--- src/rtl/ptt_pkg.sv ---
// Shared definitions for the periodic timer table: sizes, request and domain
// codes, register indexes, the table access structs and the range clipping helper.
// No dependencies.
package ptt_pkg;

  localparam int NUM_TIMERS = 16;
  localparam int IDX_W      = $clog2(NUM_TIMERS);
  localparam int CNT_W      = IDX_W + 1;
  localparam int DATA_W     = 32;
  localparam int ID_W       = 4;
  localparam int CFG_W      = 5;
  localparam int ADDR_W     = 3;

  // Request codes.
  localparam logic [1:0] REQ_ADD     = 2'd0;
  localparam logic [1:0] REQ_CLEAR   = 2'd1;
  localparam logic [1:0] REQ_RESTART = 2'd2;
  localparam logic [1:0] REQ_TICK    = 2'd3;

  // Tick domains.
  localparam logic [1:0] DOM_FAST = 2'd0;
  localparam logic [1:0] DOM_MS   = 2'd1;
  localparam logic [1:0] DOM_SEC  = 2'd2;

  // Register indexes, taken from bit 2 of the byte address.
  localparam logic REG_FIRST_MS  = 1'b0;
  localparam logic REG_FIRST_SEC = 1'b1;

  localparam logic [CFG_W-1:0] FIRST_MS_RESET  = 5'd4;
  localparam logic [CFG_W-1:0] FIRST_SEC_RESET = 5'd8;

  typedef struct packed {
    logic [IDX_W-1:0]  rd_addr;
    logic              cfg_we;
    logic [IDX_W-1:0]  cfg_addr;
    logic [DATA_W-1:0] period;
    logic              reports;
    logic              el_we;
    logic [IDX_W-1:0]  el_addr;
    logic [DATA_W-1:0] elapsed;
  } ptt_mem_req_t;

  typedef struct packed {
    logic [DATA_W-1:0] period;
    logic              reports;
    logic [DATA_W-1:0] elapsed;
  } ptt_mem_rsp_t;

  // Clamps a domain bound into 1 .. NUM_TIMERS.
  function automatic logic [CNT_W-1:0] clip_bound(input logic [CFG_W-1:0] v);
    if (v == '0) begin
      return CNT_W'(1);
    end else if (int'(v) > NUM_TIMERS) begin
      return CNT_W'(NUM_TIMERS);
    end else begin
      return CNT_W'(v);
    end
  endfunction

endpackage

--- src/rtl/periodic_timer_table.sv ---
// Top level of the periodic timer table: configuration registers on an APB-style
// port, the request sequencer and the timer table memories.
// Depends on ptt_pkg, ptt_ctrl and ptt_table.
//
// A request is taken at a rising edge with start high and busy low. Add, clear
// and restart edit one entry and give exactly one result on the next cycle;
// busy stays low, so such requests can follow one another every cycle. A tick
// walks its domain's id range reading one table entry per cycle from the timer
// memory; busy stays high through the walk, a drain state and a done state
// (just the done state when the range is empty). Each expiring timer with a
// handler gives one result with fired set, in ascending id order; the final
// result of a tick arrives in the last busy cycle's successor and carries
// last, and a tick with no report gives a single result with fired clear.
// Every result is shown for exactly one cycle on strobe and must be taken then,
// because nothing here can hold it back. system_time counts millisecond ticks
// and already includes the tick that produced a result. After reset the table
// reads as empty at once; there is no clearing pass. Registers must be written
// only while the block is idle; the block itself does not enforce this.
module periodic_timer_table (
  input  logic                            clk,
  input  logic                            rst,
  input  logic                            psel,
  input  logic                            penable,
  input  logic                            pwrite,
  input  logic [ptt_pkg::ADDR_W-1:0]      paddr,
  input  logic [31:0]                     pwdata,
  output logic [31:0]                     prdata,
  output logic                            pready,
  input  logic                            start,
  output logic                            busy,
  input  logic [1:0]                      req_type,
  input  logic [ptt_pkg::ID_W-1:0]        task_id,
  input  logic [ptt_pkg::DATA_W-1:0]      timeout,
  input  logic                            has_handler,
  input  logic [1:0]                      tick_domain,
  output logic                            strobe,
  output logic                            ok,
  output logic                            fired,
  output logic [ptt_pkg::ID_W-1:0]        fired_task,
  output logic                            last,
  output logic [ptt_pkg::DATA_W-1:0]      system_time
);
  import ptt_pkg::*;

  logic [CFG_W-1:0] first_ms_task;
  logic [CFG_W-1:0] first_sec_task;
  logic             cfg_wr;
  ptt_mem_req_t     mem_req;
  ptt_mem_rsp_t     mem_rsp;

  // The port never waits, so a write lands in the access phase.
  assign pready = 1'b1;
  assign cfg_wr = psel && penable && pwrite && pready;

  // Registers sit on word addresses; bit 2 selects between the two of them.
  always_ff @(posedge clk) begin
    if (rst) begin
      first_ms_task  <= FIRST_MS_RESET;
      first_sec_task <= FIRST_SEC_RESET;
    end else if (cfg_wr) begin
      case (paddr[2])
        REG_FIRST_MS:  first_ms_task  <= pwdata[CFG_W-1:0];
        REG_FIRST_SEC: first_sec_task <= pwdata[CFG_W-1:0];
        default: ;
      endcase
    end
  end

  always_comb begin
    case (paddr[2])
      REG_FIRST_MS:  prdata = 32'(first_ms_task);
      REG_FIRST_SEC: prdata = 32'(first_sec_task);
      default:       prdata = '0;
    endcase
  end

  // The sequencer owns every table write; the table answers one read per cycle.
  ptt_ctrl u_ctrl (
    .clk            (clk),
    .rst            (rst),
    .start          (start),
    .busy           (busy),
    .req_type       (req_type),
    .task_id        (task_id),
    .timeout        (timeout),
    .has_handler    (has_handler),
    .tick_domain    (tick_domain),
    .first_ms_task  (first_ms_task),
    .first_sec_task (first_sec_task),
    .mem_req        (mem_req),
    .mem_rsp        (mem_rsp),
    .strobe         (strobe),
    .ok             (ok),
    .fired          (fired),
    .fired_task     (fired_task),
    .last           (last),
    .ms_ticks       (system_time)
  );

  ptt_table u_table (
    .clk (clk),
    .rst (rst),
    .req (mem_req),
    .rsp (mem_rsp)
  );

endmodule

--- src/rtl/ptt_table.sv ---
// Timer table storage: a period/handler memory and an elapsed-count memory,
// each with one write port and a registered read. Depends on ptt_pkg.
module ptt_table (
  input  logic                  clk,
  input  logic                  rst,
  input  ptt_pkg::ptt_mem_req_t req,
  output ptt_pkg::ptt_mem_rsp_t rsp
);
  import ptt_pkg::*;

  logic [DATA_W:0]   cfg_mem [NUM_TIMERS];
  logic [DATA_W-1:0] el_mem  [NUM_TIMERS];
  logic [NUM_TIMERS-1:0] cfg_vld;
  logic [NUM_TIMERS-1:0] el_vld;
  logic [DATA_W:0]   cfg_q;
  logic [DATA_W-1:0] el_q;
  logic              cfg_hit;
  logic              el_hit;

  always_ff @(posedge clk) begin
    if (req.cfg_we) begin
      cfg_mem[req.cfg_addr] <= {req.reports, req.period};
    end
    if (req.el_we) begin
      el_mem[req.el_addr] <= req.elapsed;
    end
    cfg_q   <= cfg_mem[req.rd_addr];
    el_q    <= el_mem[req.rd_addr];
    cfg_hit <= cfg_vld[req.rd_addr];
    el_hit  <= el_vld[req.rd_addr];
  end

  // Entries never written read as zero.
  always_ff @(posedge clk) begin
    if (rst) begin
      cfg_vld <= '0;
      el_vld  <= '0;
    end else begin
      if (req.cfg_we) begin
        cfg_vld[req.cfg_addr] <= 1'b1;
      end
      if (req.el_we) begin
        el_vld[req.el_addr] <= 1'b1;
      end
    end
  end

  assign rsp.period  = cfg_hit ? cfg_q[DATA_W-1:0] : '0;
  assign rsp.reports = cfg_hit ? cfg_q[DATA_W] : 1'b0;
  assign rsp.elapsed = el_hit ? el_q : '0;

endmodule

--- src/rtl/ptt_ctrl.sv ---
// Request sequencer: applies edits to the table, walks a tick domain with one
// table read per cycle and writes counts back, and forms the result stream.
// Depends on ptt_pkg.
module ptt_ctrl (
  input  logic                          clk,
  input  logic                          rst,
  input  logic                          start,
  output logic                          busy,
  input  logic [1:0]                    req_type,
  input  logic [ptt_pkg::ID_W-1:0]      task_id,
  input  logic [ptt_pkg::DATA_W-1:0]    timeout,
  input  logic                          has_handler,
  input  logic [1:0]                    tick_domain,
  input  logic [ptt_pkg::CFG_W-1:0]     first_ms_task,
  input  logic [ptt_pkg::CFG_W-1:0]     first_sec_task,
  output ptt_pkg::ptt_mem_req_t         mem_req,
  input  ptt_pkg::ptt_mem_rsp_t         mem_rsp,
  output logic                          strobe,
  output logic                          ok,
  output logic                          fired,
  output logic [ptt_pkg::ID_W-1:0]      fired_task,
  output logic                          last,
  output logic [ptt_pkg::DATA_W-1:0]    ms_ticks
);
  import ptt_pkg::*;

  localparam logic [1:0] ST_IDLE  = 2'd0;
  localparam logic [1:0] ST_WALK  = 2'd1;
  localparam logic [1:0] ST_DRAIN = 2'd2;
  localparam logic [1:0] ST_DONE  = 2'd3;

  logic [1:0]        state;
  logic [IDX_W-1:0]  addr;
  logic [IDX_W-1:0]  last_addr;
  logic              rd_vld;
  logic [IDX_W-1:0]  rd_idx;
  logic              pend_vld;
  logic [IDX_W-1:0]  pend_id;

  logic              accept;
  logic              id_ok;
  logic              edit_ok;
  logic [CNT_W-1:0]  lo;
  logic [CNT_W-1:0]  hi;
  logic [CNT_W-1:0]  hi_m1;
  logic              active;
  logic [DATA_W-1:0] inc;
  logic              fire;

  assign busy   = (state != ST_IDLE);
  assign accept = start && !busy;
  assign id_ok  = (task_id != '0) && (int'(task_id) < NUM_TIMERS);

  always_comb begin
    case (tick_domain)
      DOM_FAST: begin
        lo = CNT_W'(1);
        hi = clip_bound(first_ms_task);
      end
      DOM_MS: begin
        lo = clip_bound(first_ms_task);
        hi = clip_bound(first_sec_task);
      end
      DOM_SEC: begin
        lo = clip_bound(first_sec_task);
        hi = CNT_W'(NUM_TIMERS);
      end
      default: begin
        lo = CNT_W'(1);
        hi = CNT_W'(1);
      end
    endcase
    hi_m1 = hi - CNT_W'(1);
  end

  // Count update for the entry whose read data is present this cycle.
  assign active = (mem_rsp.period != '0);
  assign inc    = mem_rsp.elapsed + DATA_W'(1);
  assign fire   = active && (inc >= mem_rsp.period);

  always_comb begin
    mem_req          = '0;
    mem_req.rd_addr  = addr;
    mem_req.cfg_addr = IDX_W'(task_id);
    mem_req.el_addr  = IDX_W'(task_id);
    edit_ok          = 1'b0;
    if (accept) begin
      case (req_type)
        REQ_ADD: begin
          edit_ok = id_ok && (timeout != '0);
          mem_req.cfg_we  = edit_ok;
          mem_req.el_we   = edit_ok;
          mem_req.period  = timeout;
          mem_req.reports = has_handler;
        end
        REQ_CLEAR: begin
          edit_ok = id_ok;
          mem_req.cfg_we = id_ok;
          mem_req.el_we  = id_ok;
        end
        REQ_RESTART: begin
          edit_ok = id_ok;
          mem_req.el_we = id_ok;
        end
        default: begin
          edit_ok = 1'b1;
        end
      endcase
    end
    if (rd_vld && active) begin
      mem_req.el_we   = 1'b1;
      mem_req.el_addr = rd_idx;
      mem_req.elapsed = fire ? '0 : inc;
    end
  end

  always_ff @(posedge clk) begin
    if (rst) begin
      state    <= ST_IDLE;
      rd_vld   <= 1'b0;
      pend_vld <= 1'b0;
      strobe   <= 1'b0;
      ms_ticks <= '0;
    end else begin
      strobe <= 1'b0;
      rd_vld <= 1'b0;
      case (state)
        ST_IDLE: begin
          if (accept) begin
            if (req_type == REQ_TICK) begin
              if (tick_domain == DOM_MS) begin
                ms_ticks <= ms_ticks + DATA_W'(1);
              end
              if (lo < hi) begin
                state     <= ST_WALK;
                addr      <= lo[IDX_W-1:0];
                last_addr <= hi_m1[IDX_W-1:0];
              end else begin
                state <= ST_DONE;
              end
            end else begin
              strobe     <= 1'b1;
              ok         <= edit_ok;
              fired      <= 1'b0;
              fired_task <= '0;
              last       <= 1'b1;
            end
          end
        end
        ST_WALK: begin
          rd_vld <= 1'b1;
          rd_idx <= addr;
          if (addr == last_addr) begin
            state <= ST_DRAIN;
          end else begin
            addr <= addr + IDX_W'(1);
          end
        end
        ST_DRAIN: begin
          state <= ST_DONE;
        end
        ST_DONE: begin
          strobe     <= 1'b1;
          ok         <= 1'b1;
          fired      <= pend_vld;
          fired_task <= pend_vld ? ID_W'(pend_id) : '0;
          last       <= 1'b1;
          pend_vld   <= 1'b0;
          state      <= ST_IDLE;
        end
        default: begin
          state <= ST_IDLE;
        end
      endcase

      // A firing entry is held until the next, so the final one can carry last.
      if (rd_vld && fire && mem_rsp.reports) begin
        if (pend_vld) begin
          strobe     <= 1'b1;
          ok         <= 1'b1;
          fired      <= 1'b1;
          fired_task <= ID_W'(pend_id);
          last       <= 1'b0;
        end
        pend_vld <= 1'b1;
        pend_id  <= rd_idx;
      end
    end
  end

endmodule

--- config.mk ---
export PLATFORM = sky130hd
export DESIGN_NAME = periodic_timer_table
export DESIGN_NICKNAME = d
export VERILOG_FILES = /design/src/rtl/ptt_pkg.sv /design/src/rtl/periodic_timer_table.sv /design/src/rtl/ptt_table.sv /design/src/rtl/ptt_ctrl.sv
export SDC_FILE = /design/constraint.sdc
export NUM_CORES = 1
export LEC_CHECK = 0
export BUFFER_PORTS_ARGS = -buffer_cell sky130_fd_sc_hd__buf_4
export CAP_MARGIN = 20
export CORE_UTILIZATION = 45
export CTS_CLUSTER_DIAMETER = 60
export DETAILED_ROUTE_END_ITERATION = 10
export MAX_ROUTING_LAYER = met4
export SYNTH_ARGS = -nofsm -noshare
export SYNTH_HDL_FRONTEND = slang
export SYNTH_HIERARCHICAL = 1
export SYNTH_SLANG_ARGS = --single-unit
--- constraint.sdc ---
create_clock -name clk -period 10 [get_ports clk]
set_input_delay 0 -clock clk [delete_from_list [all_inputs] [get_ports clk]]
set_output_delay 0 -clock clk [all_outputs]
set_load 0.1 [all_outputs]
# ---- After elaboration in Yosys (flattened, before gate mapping)
# Memories as Yosys holds them, arrays and structs flattened. A register that Yosys moved wholly into a read port is not among the register bits.
# Index checks and enable logic that the tools add are counted.
dict set report totals {
  regBits 104
  elab_cells 152
  inputBits 82
  ramBits 1040
  output_inout_bits 74
  mem_count 2
}
dict set report op_classes {
  n_bitwise 4
  eq_ne 14
  magnitude_cmp 9
  mux 69
  n_addsub 4
  reduce_logical 31
}
# memory words width rd rd_ports_with_merged_regs wr line
set mem_list {}
lappend mem_list {u_table.cfg_mem 16 33 1 1 1 ptt_table.sv:11} ;# logic [DATA_W:0] cfg_mem [NUM_TIMERS];
lappend mem_list {u_table.el_mem 16 32 1 1 1 ptt_table.sv:12} ;# logic [DATA_W-1:0] el_mem [NUM_TIMERS];
# cell n
set ops {}
lappend ops {{$mux W32} 3}
lappend ops {{$add A32 B1 Y32 const B} 2}
lappend ops {{$pmux W32 S2} 1}
lappend ops {{$reduce_bool A32 Y1} 2}
lappend ops {{$mux W37} 1}
lappend ops {{$mux W4} 9}
lappend ops {{$mux W34} 1}
lappend ops {{$mux W33} 1}
lappend ops {{$ge A32 B32 Y1} 1}
lappend ops {{$or A16 B16 Y16} 2}
lappend ops {{$mux W1} 29}
lappend ops {{$mux W5} 4}
lappend ops {{$pmux W4 S2} 2}
lappend ops {{$lt A4 B5 Y1 const B} 3}
lappend ops {{$pmux W5 S3} 1}
lappend ops {{$pmux W1 S2} 7}
lappend ops {{$eq A2 B2 Y1 const B} 5}
lappend ops {{$gt A5 B5 Y1 const B} 2}
lappend ops {{$logic_and A1 B1 Y1} 10}
lappend ops {{$logic_not A5 Y1} 2}
lappend ops {{$pmux W5 S2} 1}
lappend ops {{$bmux W1 S4} 2}
lappend ops {{$demux W1 S4} 2}
lappend ops {{$ge A4 B1 Y1 const B} 2}
lappend ops {{other kinds (20)} 36}

# ---- Logic depth before layout (Yosys ltp)
# Gate-level depths: netlist of run 1.
dict set report depth {
  ltp_word 11
  mapped_depth 17
  ltp_nobuf 13
}

# ---- Modules after synthesis
# Netlist of run 1, hierarchy kept.
# module n_inst cells_per_inst seq_area_each_um2 area_each_um2
set by_module_without_submodules {}
lappend by_module_without_submodules {ptt_table 1 1903 33211.9 42035.3}
lappend by_module_without_submodules {ptt_ctrl 1 631 1431.4 5154.9}
lappend by_module_without_submodules {periodic_timer_table 1 79 200.2 737.0}

# ---- Worst setup path before layout of run 1
# OpenSTA, ideal clock, no wires.
dict set report synth_path {
  path_type {reg2reg}
  start {register u_table.cfg_hit}
  end {memory u_table.el_mem[0][0] (enable)}
  period_less_slack_ps 4914
  setup_time_ps 461
  setup_slack_ps 5086
  arrival_time_ps 4453
  t_required_ps 9539
  stages_incl_launch_ff 9
  n_path_buf 1
  path_cell_list {dfxtp_1 clkbuf_1 and2_1 nor4_1 nand4_1 o21ai_2 mux2_2 or3b_2 nor3_1}
}
# item line
set synth_rtl {}
lappend synth_rtl {{start: declaration} ptt_table.sv:17} ;# logic cfg_hit;
lappend synth_rtl {{start signal: assignment} ptt_table.sv:29} ;# cfg_hit <= cfg_vld[req.rd_addr];
lappend synth_rtl {{end: declaration} ptt_table.sv:12}

==> results of run 1 <==
sequential cells by signal, indices dropped and copies added (netlist names):
| signal | flops |
|---|---|
| first_ms_task | 5 |
| first_sec_task | 5 |
| u_ctrl/addr | 4 |
| u_ctrl/fired | 1 |
| u_ctrl/fired_task | 4 |
| u_ctrl/last | 1 |
| u_ctrl/last_addr | 4 |
| u_ctrl/ms_ticks | 32 |
| u_ctrl/ok | 1 |
| u_ctrl/pend_id | 4 |
| u_ctrl/pend_vld | 1 |
| u_ctrl/rd_idx | 4 |
| u_ctrl/rd_vld | 1 |
| u_ctrl/state | 2 |
| u_ctrl/strobe | 1 |
| u_table/cfg_hit | 1 |
| u_table/cfg_mem | 528 |
| u_table/cfg_q | 33 |
| u_table/cfg_vld | 16 |
| u_table/el_hit | 1 |
| u_table/el_mem | 512 |
| u_table/el_q | 32 |
| u_table/el_vld | 16 |
worst max-delay path by stage:
stage / slack (ns) / to / depth (start not counted) / startpoint
floorplan: 5.09 / u_table/el_mem[0][0] / 8 / u_table/cfg_hit
global placement: 4.49 / u_table/el_mem[6][25] / 14 / u_table/el_hit
CTS: 4.29 / u_table/el_mem[10][25] / 14 / u_table/el_hit
detailed placement: 4.29 / u_table/el_mem[7][25] / 14 / u_table/el_hit
global route: 3.83 / u_table/el_mem[8][15] / 14 / u_table/el_hit
finish: 4.19 / u_table/el_mem[15][14] / 14 / u_table/el_hit
kinds of logic after synthesis:
kind of cell / Yosys count / synth area share, %
DFF: 1209 / 72.7
and+or+nand+nor: 539 / 5.86
muxes: 288 / 13.0
AOI/OAI and AO/OA: 246 / 3.60
buffers and inverters: 210 / 2.21
xor gates and xnor gates: 68 / 1.24
adders and majority gates: 51 / 1.33
other: 2 / 0.0157
metal layers:
metal | up-vias | track usage (%) | routed length (um)
li1 | 10800 | - | -
met1 | 13000 | 28.4 | 46800
met2 | 759 | 34.8 | 55900
met3 | 168 | 3.39 | 6480
met4 | 0 | 5.86 | 2620
met5 | - | - | 0
critical path, cell delays in order (launching register included):
cell,delay (ns)
dfxtp_1,0.31
buf_4,0.29
and2_1,0.28
and4_1,0.28
and4_1,0.38
and3_1,0.40
nand4_1,0.15
xnor2_1,0.49
ha_1,0.36
nand4_1,0.18
nor3_1,0.08
a22oi_1,0.16
o211ai_1,0.22
or3_2,0.91
nor2b_1,0.93
power groups by stage:
stage | Combinational (mW) | Sequential, mW | Clock (mW)
3_5_place_dp | 1.41 | 5.88 | 0
4_1_cts | 1.43 | 5.77 | 4.63
6_report | 1.42 | 5.77 | 4.54
2_1_floorplan | 0.982 | 5.87 | 0
3_3_place_gp | 1.40 | 5.87 | 0
5_1_grt | 1.52 | 5.78 | 4.82
per-stage QoR:
step	utilization, %	total power, mW
5_1_grt	52.1	12.1
4_1_cts	52.1	11.8
6_report	52.1	11.7
3_3_place_gp	47.7	7.27
3_5_place_dp	47.7	7.29
2_1_floorplan	-	6.85
final cells by class:
cell class,count,area share [%]
clock buffers,157,6.01
inverters,54,0.369
well taps,1391,3.17
clock inverters,72,1.34
multi-input cells,1220,22.5
diodes,2,0.00911
flip-flops and latches,1209,63.4
repair buffers,210,3.19
synth_stat cells (all sizes together), types with 24 or more instances:
cell type	n	area share [%]
mux4	268	13
dfxtp	146	6.1
a21oi	48	0.51
and2	103	1.3
ha	51	1.3
nand2	116	0.91
nand4	24	0.31
clkbuf	58	0.45
nor2	117	0.92
buf	98	1.3
nor2b	44	0.57
xnor2	28	0.51
a22oi	143	2.2
inv	54	0.42
xor2	40	0.73
edfxtp	1063	67
nand3	28	0.29
what timing repair did:
item,in CTS,in global routing
endpoints found under the hold margin,621,0
hold buffers,62,0
setup endpoints to repair,0,0
==> metrics.txt, run 1 <==
WHS Path Cells 4; Max VDD drop 0.174 mV; final setup fails 0; initial DRC count 2348; CTS sink cnt 1209; Worst setup EP type flip-flop; via count 24700; die width 328 um; Fin. Hold Viols 0; # rows 119; initial antenna violation count 6; Period minus WS final 5.81 ns; Mapped Cells 2613; core area 105000 um2; RR Endpoint u_table/el_mem[15][14]; Leakage 19.0 nW; layout cells sized above 1 22.6%; YS warnings 6; drt via density 5.72; Final Max Slew Viols 0; worst r2r src u_table/el_hit; Post-synth top flop edfxtp_1; Net Switching 2.89 mW; post-CTS setup buffer count 0; Pint 8.84 mW; switching portion of total power 24.6%; Max Buffers Root-to-Sink 3; H-tree depth 3; Max Clock Freq 0.172 GHz; Filler cells 8403; drt pass-1 iters 9; Mean Syn Cell Area 18.3 um2; FF-to-FF setup slack 4.19 ns; Num CTS Buffers 120; outcome complete, but fails checks; Synth Cell Area 47900 um2; crit share post-route 58.1%; final wirelength 112 mm; DP Cell Count 4021; Initial Utilization 45.5%; GRT Util Overall 21.5%; Die Span Y 328 um; commonest non-fill, non-tap cells in the layout 1063 x edfxtp_1, 268 x mux4_2, 146 x dfxtp_1; Routed wire per std cell 25.9 um; port bufs 98; Max-Slew Margin vs Limit 30.8%; post_cts resized 0; Post-DP Area 50300 um2; Reg power frac 49.2%; max-cap viol count 0; Worst EP arrival 6.17 ns; largest net degree at the start of global routing 143; post-DP HPWL 58.2 mm; post-synth cell types 62; Fin Setup TNS 0 ns; Root Buffer clkbuf_16; combinational share of power 12.1%; Antenna Violating Nets Remaining 0; Async SR Flop Fraction 0%; Clk Latency, worst-skew pair 0.71 ns; Layout Skew 0.0290 ns; critical path peak fanout 32; slew of the pin with the lowest slew margin 1.04 ns; power share of the clock group 38.7%; RSZ-0062 raised after global routing false; Worst setup SP type flip-flop; # DRC 6; Final Worst Setup Slack 4.19 ns; HP Start pwdata[3]; Register Area 34800 um2; non-filler cells, final 4315; Ports 156; synthesis-stage register bit count 1209; Final nets 2948; failing checks DRC; CTS tree built; Worst Path Class, Setup flip-flop to flip-flop; Routability Congestion 0.825; DP Worst Slack 4.29 ns; hold endpoint first_ms_task[3]; Worst Hold Class input pin to flip-flop; Worst-path clk slew 0.06 ns; global-route wire length before repair 165 mm; R2R depth 14; vias in the first global route 25600; Seq/Total Area, Yosys 72.7%; DIE AREA 108000 um2; critical path data required time 10.37 ns; Finished Cell Area 55000 um2; Min Hold Slack 0.151 ns; total gr overflow 0; Area Overhead vs Synth 14.7%; power density over cell area 213 nW/um2; Multi-input gate area 12400 um2; commonest non-fill, non-tap cell in the layout edfxtp_1; Post-synth EDFFs 1063
(Power assumes the default switching activity.)
==> run 2: changes to the inputs <==
==> constraint.sdc (replaced) <==
create_clock -name clk -period 5.4 [get_ports clk]
set_input_delay 0 -clock clk [delete_from_list [all_inputs] [get_ports clk]]
set_output_delay 0 -clock clk [all_outputs]
set_load 0.1 [all_outputs]
==> metrics.txt, run 2 (synthesized netlist as in run 1, its figures left out) <==
outcome complete, but fails checks; failing checks DRC; DP Worst Slack 0.519 ns; HP Start pwdata[4]; max FFs per register 528; cell chain of the critical path and2_1, and4_1, and4_1, and3_1, nand3_1, xnor2_1, ha_1, a21oi_1, o21ai_0, a22oi_1, o211ai_1, or3_1, nor2_1; Worst EP arrival 5.33 ns; worst r2r src u_table/el_hit; Regs by FF count u_table/cfg_mem (528), u_table/el_mem (512), u_table/cfg_q (33); total power 21.7 mW; crit share post-route 92.1%; slowest CP cell nor2_1; max-cap viol count 0; Leakage 19.3 nW; Worst setup EP type flip-flop; largest net degree at the start of global routing 107; RSZ-0062 raised after global routing false; Max VDD drop 0.290 mV; # rows 119; GRT Util Overall 22.0%; most flop-heavy register u_table/cfg_mem; Final Max Slew Viols 0; drt pass-1 iters 8; Net Switching 5.39 mW; drt via density 5.74; die width 328 um; H-tree depth 3; Worst setup SP type flip-flop; critical path data required time 5.76 ns; Layout Skew 0.0439 ns; via count 25000; total gr overflow 0; Fin Setup TNS 0 ns; post-DP HPWL 61.0 mm; port bufs 98; Routability Congestion 0.852; Max stage delay on crit path 0.77 ns; Worst Path Class, Setup flip-flop to flip-flop; switching portion of total power 24.8%; power density over cell area 393 nW/um2; DIE AREA 108000 um2; Max Buffers Root-to-Sink 3; Antenna Violating Nets Remaining 0; non-filler cells, final 4352; Most Frequent Cell on Critical Path and4_1; Final nets 2985; layout cells sized above 1 23.5%; Reg power frac 49.3%; power share of the clock group 38.6%; Max-Slew Margin vs Limit 30.8%; Initial Utilization 45.5%; Num CTS Buffers 120; commonest non-fill, non-tap cells in the layout 1063 x edfxtp_1, 268 x mux4_2, 173 x buf_4; CTS tree built; core area 105000 um2; Worst-path clk slew 0.06 ns; initial DRC count 2283; vias in the first global route 25700; final wirelength 114 mm; Root Buffer clkbuf_16; Area Overhead vs Synth 15.5%; start point of the critical path u_table/el_hit; DP Cell Count 4058; commonest non-fill, non-tap cell in the layout edfxtp_1; final setup fails 0; CTS sink cnt 1209; post-CTS setup buffer count 0; initial antenna violation count 5; Ports 156; critical path peak fanout 16; combinational share of power 12.1%; Fin. Hold Viols 0; Max Clock Freq 0.201 GHz; global-route wire length before repair 169 mm; Die Span Y 328 um; Worst Hold Class input pin to flip-flop; Core Util, Final 52.5%; Clk Latency, worst-skew pair 0.73 ns; Routed wire per std cell 26.2 um; Final Worst Setup Slack 0.425 ns; Pint 16.3 mW; slew of the pin with the lowest slew margin 1.04 ns; # DRC 6; Period minus WS final 4.98 ns
## run 2: cell count changes in the layout (fill, tap and decap cells not counted), sizes merged
cell	change
buf	+36
clkinv	+6
clkinvlp	-6
bufinv	-1
clkbuf	+1
dlygate4sd3	+1
## run 2: what timing repair did
action	4_1_cts	5_1_grt
hold buffers	63	0
resized for setup	0	0
hold endpoints to repair	621	0
## run 2: cell type report
type,count,area (um2)
inverter,54,203
multi-input combinational,1220,12400
antenna,2,5.00
clock inverter,71,737
clock buffer,158,3290
fill,8353,50100
tap,1391,1740
sequential,1209,34800
timing repair buffer,247,2150
## run 2: metal layers
metal	routed length, um	share of wire, %	vias up	GRT usage, %
met5	0	0	-	-
met4	2220	1.9	0	5.33
met3	5850	5.1	162	2.91
met2	57800	51	735	36.1
met1	48200	42	13200	29.3
li1	-	-	10900	-
## run 2: critical path, delay by kind of cell (launching register included)
family	cells	cell delay [ns]
compound gates	4	0.70
fa+ha+maj	1	0.33
simple gates	7	2.79
flops	1	0.54
xor+xnor	1	0.29
## run 2: final timing paths
path / endpoint / slack, ns / cells past startpoint
setup / recovery: u_table/el_mem[8][0] / 0.42 / 13
hold / removal: first_sec_task[4] / 0.14 / 4
setup reg to reg: u_table/el_mem[8][0] / 0.42 / 13
hold reg to reg: u_table/el_vld[5] / 0.47 / 2
## run 2: power groups by stage
stage	Combinational, mW	Clock, mW	Sequential (mW)
finish	2.63	8.38	10.7
floorplan	1.82	0	10.9
detailed placement	2.63	0	10.9
CTS	2.67	8.53	10.7
global placement	2.59	0	10.9
global route	2.83	8.91	10.7
## run 2: metrics by stage
| stage | hold slack [ns] | instance area [um2] |
|---|---|---|
| finish | 0.143 | 55300 |
| floorplan | 0.0724 | 48000 |
| CTS | 0.0800 | 55300 |
| detailed placement | 0.297 | 50700 |
| global placement | 0.271 | 50700 |
| global route | 0.144 | 55300 |
==> run 3: changes to the inputs <==
--- a/config.mk
+++ b/config.mk
@@ -5,7 +5,7 @@
 export SDC_FILE = /design/constraint.sdc
 export NUM_CORES = 1
 export LEC_CHECK = 0
-export BUFFER_PORTS_ARGS = -buffer_cell sky130_fd_sc_hd__buf_4
+export BUFFER_PORTS_ARGS = -buffer_cell sky130_fd_sc_hd__buf_2
 export CAP_MARGIN = 20
 export CORE_UTILIZATION = 45
 export CTS_CLUSTER_DIAMETER = 60
==> metrics.txt, run 3 (synthesized netlist as in run 1, its figures left out) <==
GRT Util Overall 21.3%; Routed wire per std cell 25.6 um; DP Worst Slack 0.312 ns; worst r2r src u_table/el_hit; Antenna Violating Nets Remaining 0; critical path data required time 5.75 ns; Die Span Y 328 um; Worst setup EP type flip-flop; met2 routed WL 56.2 mm; # rows 119; slew of the pin with the lowest slew margin 1.05 ns; Min Hold Slack 0.0460 ns; Ports 156; R2R depth 14; failing checks DRC; port bufs 98; Filler cells 8397; Layout Skew 0.0426 ns; power density over cell area 395 nW/um2; crit share post-route 95.4%; initial antenna violation count 10; DR WL met3 5.67 mm; global-route wire length before repair 164 mm; Max-Slew Margin vs Limit 29.9%; Regs by FF count u_table/cfg_mem (528), u_table/el_mem (512), u_table/cfg_q (33); commonest non-fill, non-tap cells in the layout 1063 x edfxtp_1, 268 x mux4_2, 146 x dfxtp_1; drt via density 5.71; final wirelength 111 mm; switching portion of total power 24.4%; commonest non-fill, non-tap cell in the layout edfxtp_1; Reg power frac 49.3%; DIE AREA 108000 um2; largest net degree at the start of global routing 137; Worst setup SP type flip-flop; Fin. Hold Viols 0; Final nets 2963; Initial Utilization 45.5%; Max Used Layer met4; Pint 16.4 mW; RR Endpoint u_table/el_mem[1][29]; post-DP HPWL 60.1 mm; layout cells sized above 1 23.5%; total gr overflow 0; critical path peak fanout 16; HP Start tick_domain[1]; drt pass-1 iters 8; Routability Congestion 0.849; via count 24700; CTS tree built; Max Buffers Root-to-Sink 3; non-filler cells, final 4329; Net Switching 5.29 mW; Worst EP arrival 5.50 ns; RSZ-0062 raised after global routing true; Worst Path Class, Setup flip-flop to flip-flop; DP Cell Count 4037; Leakage 19.1 nW; H-tree depth 3; Worst-path clk slew 0.06 ns; die width 328 um; Period minus WS final 5.15 ns; core area 105000 um2; power share of the clock group 38.7%; CTS sink cnt 1209; total power 21.7 mW; # DRC 12; Max Clock Freq 0.194 GHz; hold endpoint u_ctrl/addr[2]; Max VDD drop 0.283 mV; most flop-heavy register u_table/cfg_mem; Final Worst Setup Slack 0.246 ns; WHS Path Cells 5; Num CTS Buffers 120; Root Buffer clkbuf_16; vias in the first global route 25500; final setup fails 0; Final Max Slew Viols 0; initial DRC count 2299; M1 WL 46.6 mm; combinational share of power 12.0%; max FFs per register 528; Worst Hold Class input pin to flip-flop; FF-to-FF setup slack 0.25 ns; Area Overhead vs Synth 14.7%; outcome complete, but fails checks; Clk Latency, worst-skew pair 0.72 ns; max-cap viol count 0
==> run 3: cell count changes in the layout (fill, tap and decap cells not counted), moves of 4 or more <==
| cell | change |
|---|---|
| nor2b_1 | -16 |
| buf_2 | +99 |
| clkbuf_8 | +4 |
| nor2b_2 | +16 |
| clkinv_2 | -10 |
| buf_4 | -117 |
| clkinvlp_4 | +6 |
==> run 3: repair_timing <==
item,4_1_cts,5_1_grt
setup endpoints to repair,0,400
resized for setup,0,18
setup buffers,0,0
hold endpoints to repair,620,0
hold buffers,60,0
==> run 3: how the worst max path moves through the flow <==
stage,from,to,slack (ns),cells after the start
5_1_grt,u_table/el_hit,u_table/el_mem[1][29],-0.19,14
4_1_cts,u_table/el_hit,u_table/el_mem[2][19],0.27,14
3_3_place_gp,u_table/el_hit,u_table/el_mem[12][28],0.54,14
2_1_floorplan,u_table/cfg_hit,u_table/el_mem[0][0],0.49,8
3_5_place_dp,u_table/el_hit,u_table/el_mem[4][19],0.31,14
6_report,u_table/el_hit,u_table/el_mem[1][29],0.25,14
==> run 3: power groups by stage <==
stage               Sequential, mW  Clock (mW)  Combinational (mW)
floorplan                     10.9           0                1.82
global placement              10.9           0                2.56
detailed placement            10.9           0                2.60
CTS                           10.7        8.55                2.64
global route                  10.7        8.90                2.79
finish                        10.7        8.40                2.61
==> run 3: layout make-up <==
type / count / area, um2 / share of cell area, %
flip-flops and latches: 1209 / 34800 / 63.4
repair buffers: 225 / 1720 / 3.12
multi-input cells: 1220 / 12400 / 22.6
well taps: 1391 / 1740 / 3.17
diodes: 4 / 10.0 / 0.0182
inverters: 54 / 203 / 0.369
clock inverters: 64 / 701 / 1.28
clock buffers: 162 / 3320 / 6.05
==> run 3: per-layer routing <==
layer | vias to the layer above | track usage, %
li1 | 10800 | -
met1 | 13000 | 27.8
met2 | 730 | 35.0
met3 | 181 | 3.14
met4 | 0 | 5.52
met5 | - | -
==> run 3: critical path: stages, from the launching register on <==
cell and delay [ns]:
dfxtp_1 0.63, and2_1 0.31, and4_1 0.28, and4_1 0.37
and3_1 0.37, nand4_1 0.16, xnor2_1 0.23, ha_1 0.29
nand4_1 0.19, nor3_1 0.09, a22oi_1 0.19, o211ai_1 0.16
or3_1 0.50, buf_4 0.22, nor2b_1 0.80
==> run 3: per-stage QoR <==
step           cell area [um2]  util, %  setup TNS (ns)
3_5_place_dp             50300     47.7               0
2_1_floorplan            48000        -               0
5_1_grt                  54900     52.1          -15.35
3_3_place_gp             50200     47.7               0
6_report                 55000     52.1               0
4_1_cts                  54900     52.1               0
